$ cat src/gac_pkg.sv
`timescale 1ns / 1ps

package gac_pkg;

    // Operation codes carried in the request
    typedef enum logic [2:0] {
        OP_ALLOC       = 3'd0,
        OP_KERNEL_REQ  = 3'd1,
        OP_COPY_REQ    = 3'd2,
        OP_FREE        = 3'd3,
        OP_KERNEL_DONE = 3'd4,
        OP_COPY_DONE   = 3'd5
    } op_t;

    // Result status codes
    typedef enum logic [1:0] {
        ST_GRANTED  = 2'd0,
        ST_REFUSED  = 2'd1,
        ST_WAITING  = 2'd2,
        ST_REPORTED = 2'd3
    } status_t;

    // Configuration register indexes
    typedef enum logic [1:0] {
        CFG_MEMORY_LIMIT     = 2'd0,
        CFG_CONTEXT_OVERHEAD = 2'd1,
        CFG_KERNEL_LIMIT     = 2'd2,
        CFG_COPY_LIMIT       = 2'd3
    } cfg_idx_t;

    // Sequencer states
    typedef enum logic [1:0] {
        FSM_IDLE   = 2'd0,
        FSM_EXEC   = 2'd1,
        FSM_REPORT = 2'd2
    } fsm_t;

    localparam logic [7:0] COUNT_CEILING = 8'hFF;

    // Current state as seen by the update logic
    typedef struct packed {
        logic [63:0] total;
        logic [7:0]  kernel_count;
        logic [7:0]  copy_count;
        logic        kernel_empty;
        logic        kernel_full;
        logic        copy_empty;
        logic        copy_full;
        logic [7:0]  kernel_head_tag;
        logic [7:0]  copy_head_tag;
    } view_t;

    // Updates produced for one request
    typedef struct packed {
        status_t     status;
        logic        woken_valid;
        logic [7:0]  woken_tag;
        logic [63:0] total;
        logic [7:0]  kernel_count;
        logic [7:0]  copy_count;
        logic        kernel_push;
        logic        kernel_pop;
        logic        copy_push;
        logic        copy_pop;
    } update_t;

    // Slot available: below the ceiling, and below the limit (zero = unlimited)
    function automatic logic slot_free(input logic [7:0] count, input logic [7:0] limit);
        logic ok;
        begin
            ok = (count != COUNT_CEILING) && ((limit == 8'd0) || (count < limit));
            return ok;
        end
    endfunction

endpackage

$ cat src/gac_wait_mem.sv
`timescale 1ns / 1ps

module gac_wait_mem #(
    parameter int DEPTH = 16,
    parameter int AW    = 4
) (
    input  logic          clk,
    input  logic          wr_en,
    input  logic [AW-1:0] wr_addr,
    input  logic [7:0]    wr_data,
    input  logic          rd_en,
    input  logic [AW-1:0] rd_addr,
    output logic [7:0]    rd_data
);

    logic [7:0] mem [DEPTH];

    // Single write port, single registered read port
    always_ff @(posedge clk)
    begin
        if (wr_en)
        begin
            mem[wr_addr] <= wr_data;
        end
        if (rd_en)
        begin
            rd_data <= mem[rd_addr];
        end
    end

endmodule

$ cat src/gac_exec.sv
`timescale 1ns / 1ps

module gac_exec (
    input  gac_pkg::op_t     op,
    input  logic [63:0]      amount,
    input  logic [63:0]      memory_limit,
    input  logic [63:0]      context_overhead,
    input  logic [7:0]       kernel_limit,
    input  logic [7:0]       copy_limit,
    input  gac_pkg::view_t   view,
    output gac_pkg::update_t upd
);
    import gac_pkg::*;

    logic [64:0] alloc_sum;
    logic [64:0] free_diff;
    logic [63:0] avail;
    logic        alloc_ok;
    logic [7:0]  kernel_eff;
    logic [7:0]  kernel_dec;
    logic [7:0]  copy_dec;

    // Budget check: total + amount against limit less overhead; a zero limit checks only overflow
    assign alloc_sum = {1'b0, view.total} + {1'b0, amount};
    assign free_diff = {1'b0, view.total} - {1'b0, amount};
    assign avail     = memory_limit - context_overhead;

    always_comb
    begin
        if (memory_limit != 64'd0)
        begin
            alloc_ok = (context_overhead <= memory_limit) && (alloc_sum <= {1'b0, avail});
        end
        else
        begin
            alloc_ok = !alloc_sum[64];
        end
    end

    // Kernel limit of zero behaves as one
    assign kernel_eff = (kernel_limit == 8'd0) ? 8'd1 : kernel_limit;
    assign kernel_dec = (view.kernel_count != 8'd0) ? view.kernel_count - 8'd1 : 8'd0;
    assign copy_dec   = (view.copy_count != 8'd0) ? view.copy_count - 8'd1 : 8'd0;

    always_comb
    begin
        upd              = '0;
        upd.status       = ST_REFUSED;
        upd.total        = view.total;
        upd.kernel_count = view.kernel_count;
        upd.copy_count   = view.copy_count;
        unique case (op)
            OP_ALLOC:
            begin
                if (alloc_ok)
                begin
                    upd.total  = alloc_sum[63:0];
                    upd.status = ST_GRANTED;
                end
            end
            OP_KERNEL_REQ:
            begin
                if (view.kernel_empty && slot_free(view.kernel_count, kernel_eff))
                begin
                    upd.kernel_count = view.kernel_count + 8'd1;
                    upd.status       = ST_GRANTED;
                end
                else if (!view.kernel_full)
                begin
                    upd.kernel_push = 1'b1;
                    upd.status      = ST_WAITING;
                end
            end
            OP_COPY_REQ:
            begin
                if (view.copy_empty && slot_free(view.copy_count, copy_limit))
                begin
                    upd.copy_count = view.copy_count + 8'd1;
                    upd.status     = ST_GRANTED;
                end
                else if (!view.copy_full)
                begin
                    upd.copy_push = 1'b1;
                    upd.status    = ST_WAITING;
                end
            end
            OP_FREE:
            begin
                // floor at zero
                upd.total  = free_diff[64] ? 64'd0 : free_diff[63:0];
                upd.status = ST_REPORTED;
            end
            OP_KERNEL_DONE:
            begin
                upd.status       = ST_REPORTED;
                upd.kernel_count = kernel_dec;
                if (!view.kernel_empty && slot_free(kernel_dec, kernel_eff))
                begin
                    upd.kernel_pop   = 1'b1;
                    upd.woken_valid  = 1'b1;
                    upd.woken_tag    = view.kernel_head_tag;
                    upd.kernel_count = kernel_dec + 8'd1;
                end
            end
            OP_COPY_DONE:
            begin
                upd.status     = ST_REPORTED;
                upd.copy_count = copy_dec;
                if (!view.copy_empty && slot_free(copy_dec, copy_limit))
                begin
                    upd.copy_pop    = 1'b1;
                    upd.woken_valid = 1'b1;
                    upd.woken_tag   = view.copy_head_tag;
                    upd.copy_count  = copy_dec + 8'd1;
                end
            end
            default:
            begin
                upd.status = ST_REFUSED;
            end
        endcase
    end

endmodule

$ cat src/gpu_admission_controller_unit.sv
`timescale 1ns / 1ps

// Channel   Dir  Width  Contents
// s_*       in   80     request: operation, amount, requester_tag
// m_*       out  96     result: status, woken, tag, bytes_in_use, counts
// cfg_*     in   64     register write: memory_limit, overhead, slot limits
//
// Each request passes through three steps: accept and wait-queue head read, update of
// the counters and queues, then the usage sum into the output register.
// The wait queues live in synchronous RAMs with a registered read port.
// A new request is taken only in idle, so a queue write always lands before
// the next head read. A stalled output holds the unit in its report step;
// a waiting result does not block the next request's accept.
// Reset (rst_n, async) empties the queues and zeroes the counts and totals.

module gpu_admission_controller_unit #(
    parameter int WAIT_DEPTH = 16
) (
    input  logic        clk,
    input  logic        rst_n,
    input  logic        s_tvalid,
    output logic        s_tready,
    input  logic [79:0] s_tdata,   // operation[2:0], amount[66:3], requester_tag[74:67]
    output logic        m_tvalid,
    input  logic        m_tready,
    output logic [95:0] m_tdata,   // status[1:0], woken_valid[2], woken_tag[10:3],
                                   // bytes_in_use[74:11], kernels_active[82:75],
                                   // copies_active[90:83]
    input  logic        cfg_we,
    input  logic [1:0]  cfg_index,
    input  logic [63:0] cfg_data
);
    import gac_pkg::*;

    localparam int AW = (WAIT_DEPTH > 1) ? $clog2(WAIT_DEPTH) : 1;
    localparam int LW = $clog2(WAIT_DEPTH + 1);
    localparam int SW = LW + 1;
    localparam logic [LW-1:0] LEVEL_FULL = LW'(WAIT_DEPTH);
    localparam logic [SW-1:0] DEPTH_W    = SW'(WAIT_DEPTH);
    localparam logic [AW-1:0] HEAD_LAST  = AW'(WAIT_DEPTH - 1);

    fsm_t        state_reg, state_next;
    op_t         op_reg;
    logic [63:0] amount_reg;
    logic [7:0]  tag_reg;

    logic [63:0] memory_limit_reg;
    logic [63:0] context_overhead_reg;
    logic [7:0]  kernel_limit_reg;
    logic [7:0]  copy_limit_reg;

    logic [63:0]   total_reg;
    logic [7:0]    kernel_count_reg;
    logic [7:0]    copy_count_reg;
    logic [LW-1:0] kernel_level_reg;
    logic [LW-1:0] copy_level_reg;
    logic [AW-1:0] kernel_head_reg;
    logic [AW-1:0] copy_head_reg;

    status_t     status_reg;
    logic        woken_valid_reg;
    logic [7:0]  woken_tag_reg;

    logic        m_tvalid_reg;
    logic [95:0] m_tdata_reg;

    logic        accept;
    logic [7:0]  kernel_rd;
    logic [7:0]  copy_rd;
    logic [AW-1:0] kernel_tail;
    logic [AW-1:0] copy_tail;
    logic [SW-1:0] kernel_tail_sum;
    logic [SW-1:0] copy_tail_sum;
    logic        exec_en;
    logic        out_load;
    logic [64:0] used_sum;
    logic [63:0] used;
    view_t       view;
    update_t     upd;

    assign s_tready = (state_reg == FSM_IDLE);
    assign accept   = s_tvalid && s_tready;
    assign exec_en  = (state_reg == FSM_EXEC);
    assign out_load = (state_reg == FSM_REPORT) && (!m_tvalid_reg || m_tready);

    // Sequencer
    always_ff @(posedge clk or negedge rst_n)
    begin
        if (!rst_n)
        begin
            state_reg <= FSM_IDLE;
        end
        else
        begin
            state_reg <= state_next;
        end
    end

    always_comb
    begin
        state_next = state_reg;
        unique case (state_reg)
            FSM_IDLE:
            begin
                if (accept)
                begin
                    state_next = FSM_EXEC;
                end
            end
            FSM_EXEC:
            begin
                state_next = FSM_REPORT;
            end
            FSM_REPORT:
            begin
                if (out_load)
                begin
                    state_next = FSM_IDLE;
                end
            end
            default:
            begin
                state_next = FSM_IDLE;
            end
        endcase
    end

    // Request capture
    always_ff @(posedge clk)
    begin
        if (accept)
        begin
            op_reg     <= op_t'(s_tdata[2:0]);
            amount_reg <= s_tdata[66:3];
            tag_reg    <= s_tdata[74:67];
        end
    end

    // Configuration registers
    always_ff @(posedge clk or negedge rst_n)
    begin
        if (!rst_n)
        begin
            memory_limit_reg     <= 64'd0;
            context_overhead_reg <= 64'd0;
            kernel_limit_reg     <= 8'd1;
            copy_limit_reg       <= 8'd0;
        end
        else if (cfg_we)
        begin
            unique case (cfg_idx_t'(cfg_index))
                CFG_MEMORY_LIMIT:     memory_limit_reg     <= cfg_data;
                CFG_CONTEXT_OVERHEAD: context_overhead_reg <= cfg_data;
                CFG_KERNEL_LIMIT:     kernel_limit_reg     <= cfg_data[7:0];
                CFG_COPY_LIMIT:       copy_limit_reg       <= cfg_data[7:0];
                default:              ;
            endcase
        end
    end

    // Queue tails: head + level, wrapped once
    assign kernel_tail_sum = SW'(kernel_head_reg) + SW'(kernel_level_reg);
    assign copy_tail_sum   = SW'(copy_head_reg) + SW'(copy_level_reg);
    assign kernel_tail = (kernel_tail_sum >= DEPTH_W) ? AW'(kernel_tail_sum - DEPTH_W)
                                                      : AW'(kernel_tail_sum);
    assign copy_tail   = (copy_tail_sum >= DEPTH_W) ? AW'(copy_tail_sum - DEPTH_W)
                                                    : AW'(copy_tail_sum);

    gac_wait_mem #(.DEPTH(WAIT_DEPTH), .AW(AW)) u_kernel_q (
        .clk     (clk),
        .wr_en   (exec_en && upd.kernel_push),
        .wr_addr (kernel_tail),
        .wr_data (tag_reg),
        .rd_en   (accept),
        .rd_addr (kernel_head_reg),
        .rd_data (kernel_rd)
    );

    gac_wait_mem #(.DEPTH(WAIT_DEPTH), .AW(AW)) u_copy_q (
        .clk     (clk),
        .wr_en   (exec_en && upd.copy_push),
        .wr_addr (copy_tail),
        .wr_data (tag_reg),
        .rd_en   (accept),
        .rd_addr (copy_head_reg),
        .rd_data (copy_rd)
    );

    // Update logic
    always_comb
    begin
        view.total           = total_reg;
        view.kernel_count    = kernel_count_reg;
        view.copy_count      = copy_count_reg;
        view.kernel_empty    = (kernel_level_reg == '0);
        view.kernel_full     = (kernel_level_reg == LEVEL_FULL);
        view.copy_empty      = (copy_level_reg == '0);
        view.copy_full       = (copy_level_reg == LEVEL_FULL);
        view.kernel_head_tag = kernel_rd;
        view.copy_head_tag   = copy_rd;
    end

    gac_exec u_exec (
        .op               (op_reg),
        .amount           (amount_reg),
        .memory_limit     (memory_limit_reg),
        .context_overhead (context_overhead_reg),
        .kernel_limit     (kernel_limit_reg),
        .copy_limit       (copy_limit_reg),
        .view             (view),
        .upd              (upd)
    );

    // State write-back
    always_ff @(posedge clk or negedge rst_n)
    begin
        if (!rst_n)
        begin
            total_reg        <= 64'd0;
            kernel_count_reg <= 8'd0;
            copy_count_reg   <= 8'd0;
            kernel_level_reg <= '0;
            copy_level_reg   <= '0;
            kernel_head_reg  <= '0;
            copy_head_reg    <= '0;
        end
        else if (exec_en)
        begin
            total_reg        <= upd.total;
            kernel_count_reg <= upd.kernel_count;
            copy_count_reg   <= upd.copy_count;
            if (upd.kernel_push)
            begin
                kernel_level_reg <= kernel_level_reg + LW'(1);
            end
            else if (upd.kernel_pop)
            begin
                kernel_level_reg <= kernel_level_reg - LW'(1);
                kernel_head_reg  <= (kernel_head_reg == HEAD_LAST) ? '0
                                    : kernel_head_reg + AW'(1);
            end
            if (upd.copy_push)
            begin
                copy_level_reg <= copy_level_reg + LW'(1);
            end
            else if (upd.copy_pop)
            begin
                copy_level_reg <= copy_level_reg - LW'(1);
                copy_head_reg  <= (copy_head_reg == HEAD_LAST) ? '0 : copy_head_reg + AW'(1);
            end
        end
    end

    // Result fields held for the report step
    always_ff @(posedge clk)
    begin
        if (exec_en)
        begin
            status_reg      <= upd.status;
            woken_valid_reg <= upd.woken_valid;
            woken_tag_reg   <= upd.woken_tag;
        end
    end

    // Usage snapshot, saturating
    assign used_sum = {1'b0, context_overhead_reg} + {1'b0, total_reg};
    assign used     = used_sum[64] ? {64{1'b1}} : used_sum[63:0];

    // Output register
    always_ff @(posedge clk or negedge rst_n)
    begin
        if (!rst_n)
        begin
            m_tvalid_reg <= 1'b0;
        end
        else if (out_load)
        begin
            m_tvalid_reg <= 1'b1;
        end
        else if (m_tready)
        begin
            m_tvalid_reg <= 1'b0;
        end
    end

    always_ff @(posedge clk)
    begin
        if (out_load)
        begin
            m_tdata_reg <= {5'd0, copy_count_reg, kernel_count_reg, used,
                            woken_tag_reg, woken_valid_reg, status_reg};
        end
    end

    assign m_tvalid = m_tvalid_reg;
    assign m_tdata  = m_tdata_reg;

    // Checks
    a_level_bound: assert property (@(posedge clk) disable iff (!rst_n)
        (kernel_level_reg <= LEVEL_FULL) && (copy_level_reg <= LEVEL_FULL))
        else $error("wait level beyond queue depth");

    a_accept_exec: assert property (@(posedge clk) disable iff (!rst_n)
        accept |=> (state_reg == FSM_EXEC))
        else $error("accepted request not executed next cycle");

    a_push_pop: assert property (@(posedge clk) disable iff (!rst_n)
        exec_en |-> !(upd.kernel_push && upd.kernel_pop) && !(upd.copy_push && upd.copy_pop))
        else $error("push and pop on one queue together");

    a_woken_report: assert property (@(posedge clk) disable iff (!rst_n)
        (m_tvalid && m_tdata[2]) |-> (m_tdata[1:0] == ST_REPORTED))
        else $error("wake-up reported without completion status");

endmodule
$ cat config.mk
export PLATFORM = sky130hd
export DESIGN_NAME = gpu_admission_controller_unit
export DESIGN_NICKNAME = d
export VERILOG_FILES = /design/src/gac_pkg.sv /design/src/gac_wait_mem.sv /design/src/gac_exec.sv /design/src/gpu_admission_controller_unit.sv
export SDC_FILE = /design/constraint.sdc
export NUM_CORES = 2
export LEC_CHECK = 0
export BUFFER_PORTS_ARGS = -buffer_cell sky130_fd_sc_hd__buf_4
export CORE_ASPECT_RATIO = 1.5
export CORE_MARGIN = 5
export CORE_UTILIZATION = 45
export CTS_CLUSTER_DIAMETER = 100
export DETAILED_ROUTE_END_ITERATION = 8
export PLACE_DENSITY = 0.64
export SLEW_MARGIN = 30
export SYNTH_ARGS = -nofsm -noshare
export SYNTH_HDL_FRONTEND = slang
export SYNTH_SLANG_ARGS = --single-unit
export TNS_END_PERCENT = 5
$ cat constraint.sdc
create_clock -name clk -period 6 [get_ports clk]
set_input_delay 0.9 -clock clk [delete_from_list [all_inputs] [get_ports clk]]
set_output_delay 0.9 -clock clk [all_outputs]
set_load 0.02 [all_outputs]
==> out/qor.yml <==
synthesis:
  synth_area_um2: 45230
  synth_compound_area_frac: 0.1744
  yosysSeqAreaShare: 0.4337
  synth_top_family_by_area: "compound AO/OA/AOI/OAI gates"
  synth_fa_ha_area_frac: 0.1059
  synthSimpleGateAreaFrac: 0.1179
  synth_ff_type: "edfxtp_1"
  synth_edf_count: 449
  postSynthCellCount: 4323
  yosysUniqueCellTypes: 100
  synth_area_per_cell_um2: 10.46
  synth_seq_cells: 694
  yosys_warnings: 0
  synth_xor_area_frac: 0.04628
  synth_async_sr_flop_share: 0.3530
  synthMuxAreaShare: 0.07990
clock_network:
  cts_max_level: 3
  clockRootBuffer: "clkbuf_16"
  cts_hold_buf: 0
  cts_tree: "yes"
  cts_max_path_buffers: 3
  clk_pin_slew_ns: 0.06
  clock-sinks: 694
  cts_inserted_buffers: 74
  clkLatencyLatePin_ns: 0.67
outcome:
  violations: "negative setup slack"
  status: "finished, violations left"
sta:
  hold_viol: 0
  fin_crit_sh: 1.026
  fmax_ghz: 0.1625
  fin_skew_ns: 0.03297
  tightest_slew_ns: 0.9525
  rsz0062_at_grt: "yes"
  fin_crit_ns: 6.155
  finalSetupTns_ns: -4.361
  finalSetupViolCount: 59
  setup_ws_ns: -0.1554
  relSlewSlack: 0.3567
  hold-worst-slack_ns: 0.2235
  finalMaxSlewViolations: 0
finish:
  final_layout_size_suffix_gt1_frac: 0.2588
  final_nets: 5530
  fin_util: 0.5564
  areaGrowthSynthToFinish_pct: 22.83
  instances_no_fill: 6359
setup_path:
  max_stage_delay_ns: 0.49
  start_kind: "register"
  worstPathRequired_ns: 6.56
  cp-startpoint: "memory_limit_reg[11]$_DFFE_PN0P_"
  path_max_fanout: 4
  worstSetupEndpointType: "register"
  cp_common_cell: "buf_4"
  crit_slowest_cell: "nor4_1"
  reg2reg_from: "memory_limit_reg[11]$_DFFE_PN0P_"
  crit_type: "register to register"
  critPathArrivalTime_ns: 6.71
  cp_num_buf_inv: 9
  critical_path.top_delay_family: "compound AO/OA/AOI/OAI gates"
route:
  initialDrtViolationCount: 3055
  finalWirelength_um: 153400
  via_count: 37770
  routed_via_density: 5.940
  ant_nets: 0
  first_pass_iters: 6
  drcViolationCount: 0
  wl_per_cell_um: 24.13
placed_design:
  place.gp.congestion: 0.9945
  dp_hpwl_um: 118800
  post-place-ws_ns: -0.6381
  dp.cells: 6184
  port_buffers: 238
global_routing:
  grt_pass1_vias: 38290
  antenna_found_initial: 6
  grt_overflow: 0
  grt_pass1_wl_um: 227300
  grt_max_degree: 121
  grt_use_total: 0.2799
floorplanning:
  dieWidth_um: 268.9
  core-area_um2: 99850
  dieArea_um2: 107100
  start_util: 0.4529
  die_h_um: 398.3
  num_rows: 142
  ios: 249
worst_hold_path:
  hold_class: "input pin to async pin"
pwr:
  p_per_area_nw_per_um2: 557.3
  ir_worst_vdd_mv: 0.3828
  leakagePower_nw: 23.53
flow_run:
  max_cap_violations: 0
==> final timing paths <==
path | cells past startpoint | endpoint | slack (ns)
max in group asynchronous | 2 | copy_head_reg[1]$_DFFE_PN0P_ | 4.47
hold reg to reg | 0 | m_tdata[10]$_DFFE_PP_ | 0.44
setup reg to reg | 30 | total_reg[56]$_DFFE_PN0P_ | -0.16
min in group clk | 1 | amount_reg[2]$_DFFE_PP_ | 0.40
hold / removal | 1 | memory_limit_reg[15]$_DFFE_PN0P_ | 0.22
setup / recovery | 30 | total_reg[56]$_DFFE_PN0P_ | -0.16
==> cells in the mapped netlist, types with 71 or more instances <==
cell type  number  area share
a21o_1        135       0.022
mux4_2         80       0.040
nor2_1        234       0.019
mux2_2        152       0.038
nand3_1        75      0.0083
ha_1          370        0.10
edfxtp_1      449        0.30
dfrtp_1       244        0.14
nand2_1       335       0.028
nor3_1         97       0.011
clkbuf_1      138       0.011
xor2_1         71       0.014
o21ai_0       209       0.023
xnor2_1       168       0.033
a21oi_1       344       0.038
inv_1         275       0.023
==> worst register-to-register path, delay by kind of cell (launching register included) <==
family | cells | cell delay [ns]
AOI/OAI and AO/OA | 11 | 1.99
and+or+nand+nor | 7 | 1.76
buffers and inverters | 9 | 1.27
adders and majority gates | 2 | 0.60
DFF | 1 | 0.39
xor gates and xnor gates | 1 | 0.05
==> area by class of cell <==
cell class / instances / area [um2]
clock inverter: 49 / 599.3
multi-input combinational: 3154 / 24450
antenna: 2 / 5.005
sequential: 694 / 19620
clock buffer: 87 / 1953
timing repair buffer: 795 / 6243
fill: 8787 / 44300
tap: 1296 / 1622
inverter: 282 / 1059
==> kinds of logic (layout without fill, tap and decap cells) <==
group / after synthesis / after routing
AO/OA/AOI/OAI: 1201 / 1201
XOR/XNOR: 239 / 239
adder cells (fa/ha/maj): 378 / 378
buffers and inverters: 479 / 1213
flip-flops: 694 / 694
multiplexers: 242 / 242
other: 1 / 7
AND/OR/NAND/NOR: 1089 / 1089
==> routing by layer <==
layer | part of all wire | global-route usage | vias to the layer above
li1 | - | - | 17520
met4 | 0.088 | 0.2010 | 4
met1 | 0.35 | 0.3026 | 18370
met3 | 0.051 | 0.03337 | 511
met5 | 0.00013 | 0 | -
met2 | 0.51 | 0.5014 | 1375
==> cell usage in the layout, fill, tap and decap left out, types with 94 or more instances in the layout <==
cell type	count
a21o_1	135
o21ai_0	195
mux2_2	151
inv_1	270
dfrtp_1	240
ha_1	362
edfxtp_1	449
nand2_1	326
nor3_1	94
a21oi_1	336
nor2_1	233
xnor2_1	167
buf_4	767
==> where the power goes <==
group / switching, W / internal, W / total, W
Clock: 0.00208 / 0.00284 / 0.00491
Combinational: 0.0108 / 0.00813 / 0.0189
Sequential: 0.000903 / 0.00623 / 0.00714
==> what timing repair did <==
action | 4_1_cts | 5_1_grt
gates resized for setup | 82 | 68
endpoints found under the setup margin | 65 | 64
gates cloned | 2 | 0
pin swaps | 54 | 46
buffers inserted | 28 | 8
==> through the flow <==
step                      instance area [um2]  total power (W)
after floorplan                         45240          0.01827
after global placement                  51820          0.02499
after detailed placement                51970          0.02525
after CTS                               55160          0.03064
after global routing                    55550          0.03295
final                                   55550          0.03096
Note: power is estimated with default switching activity, not from simulation.
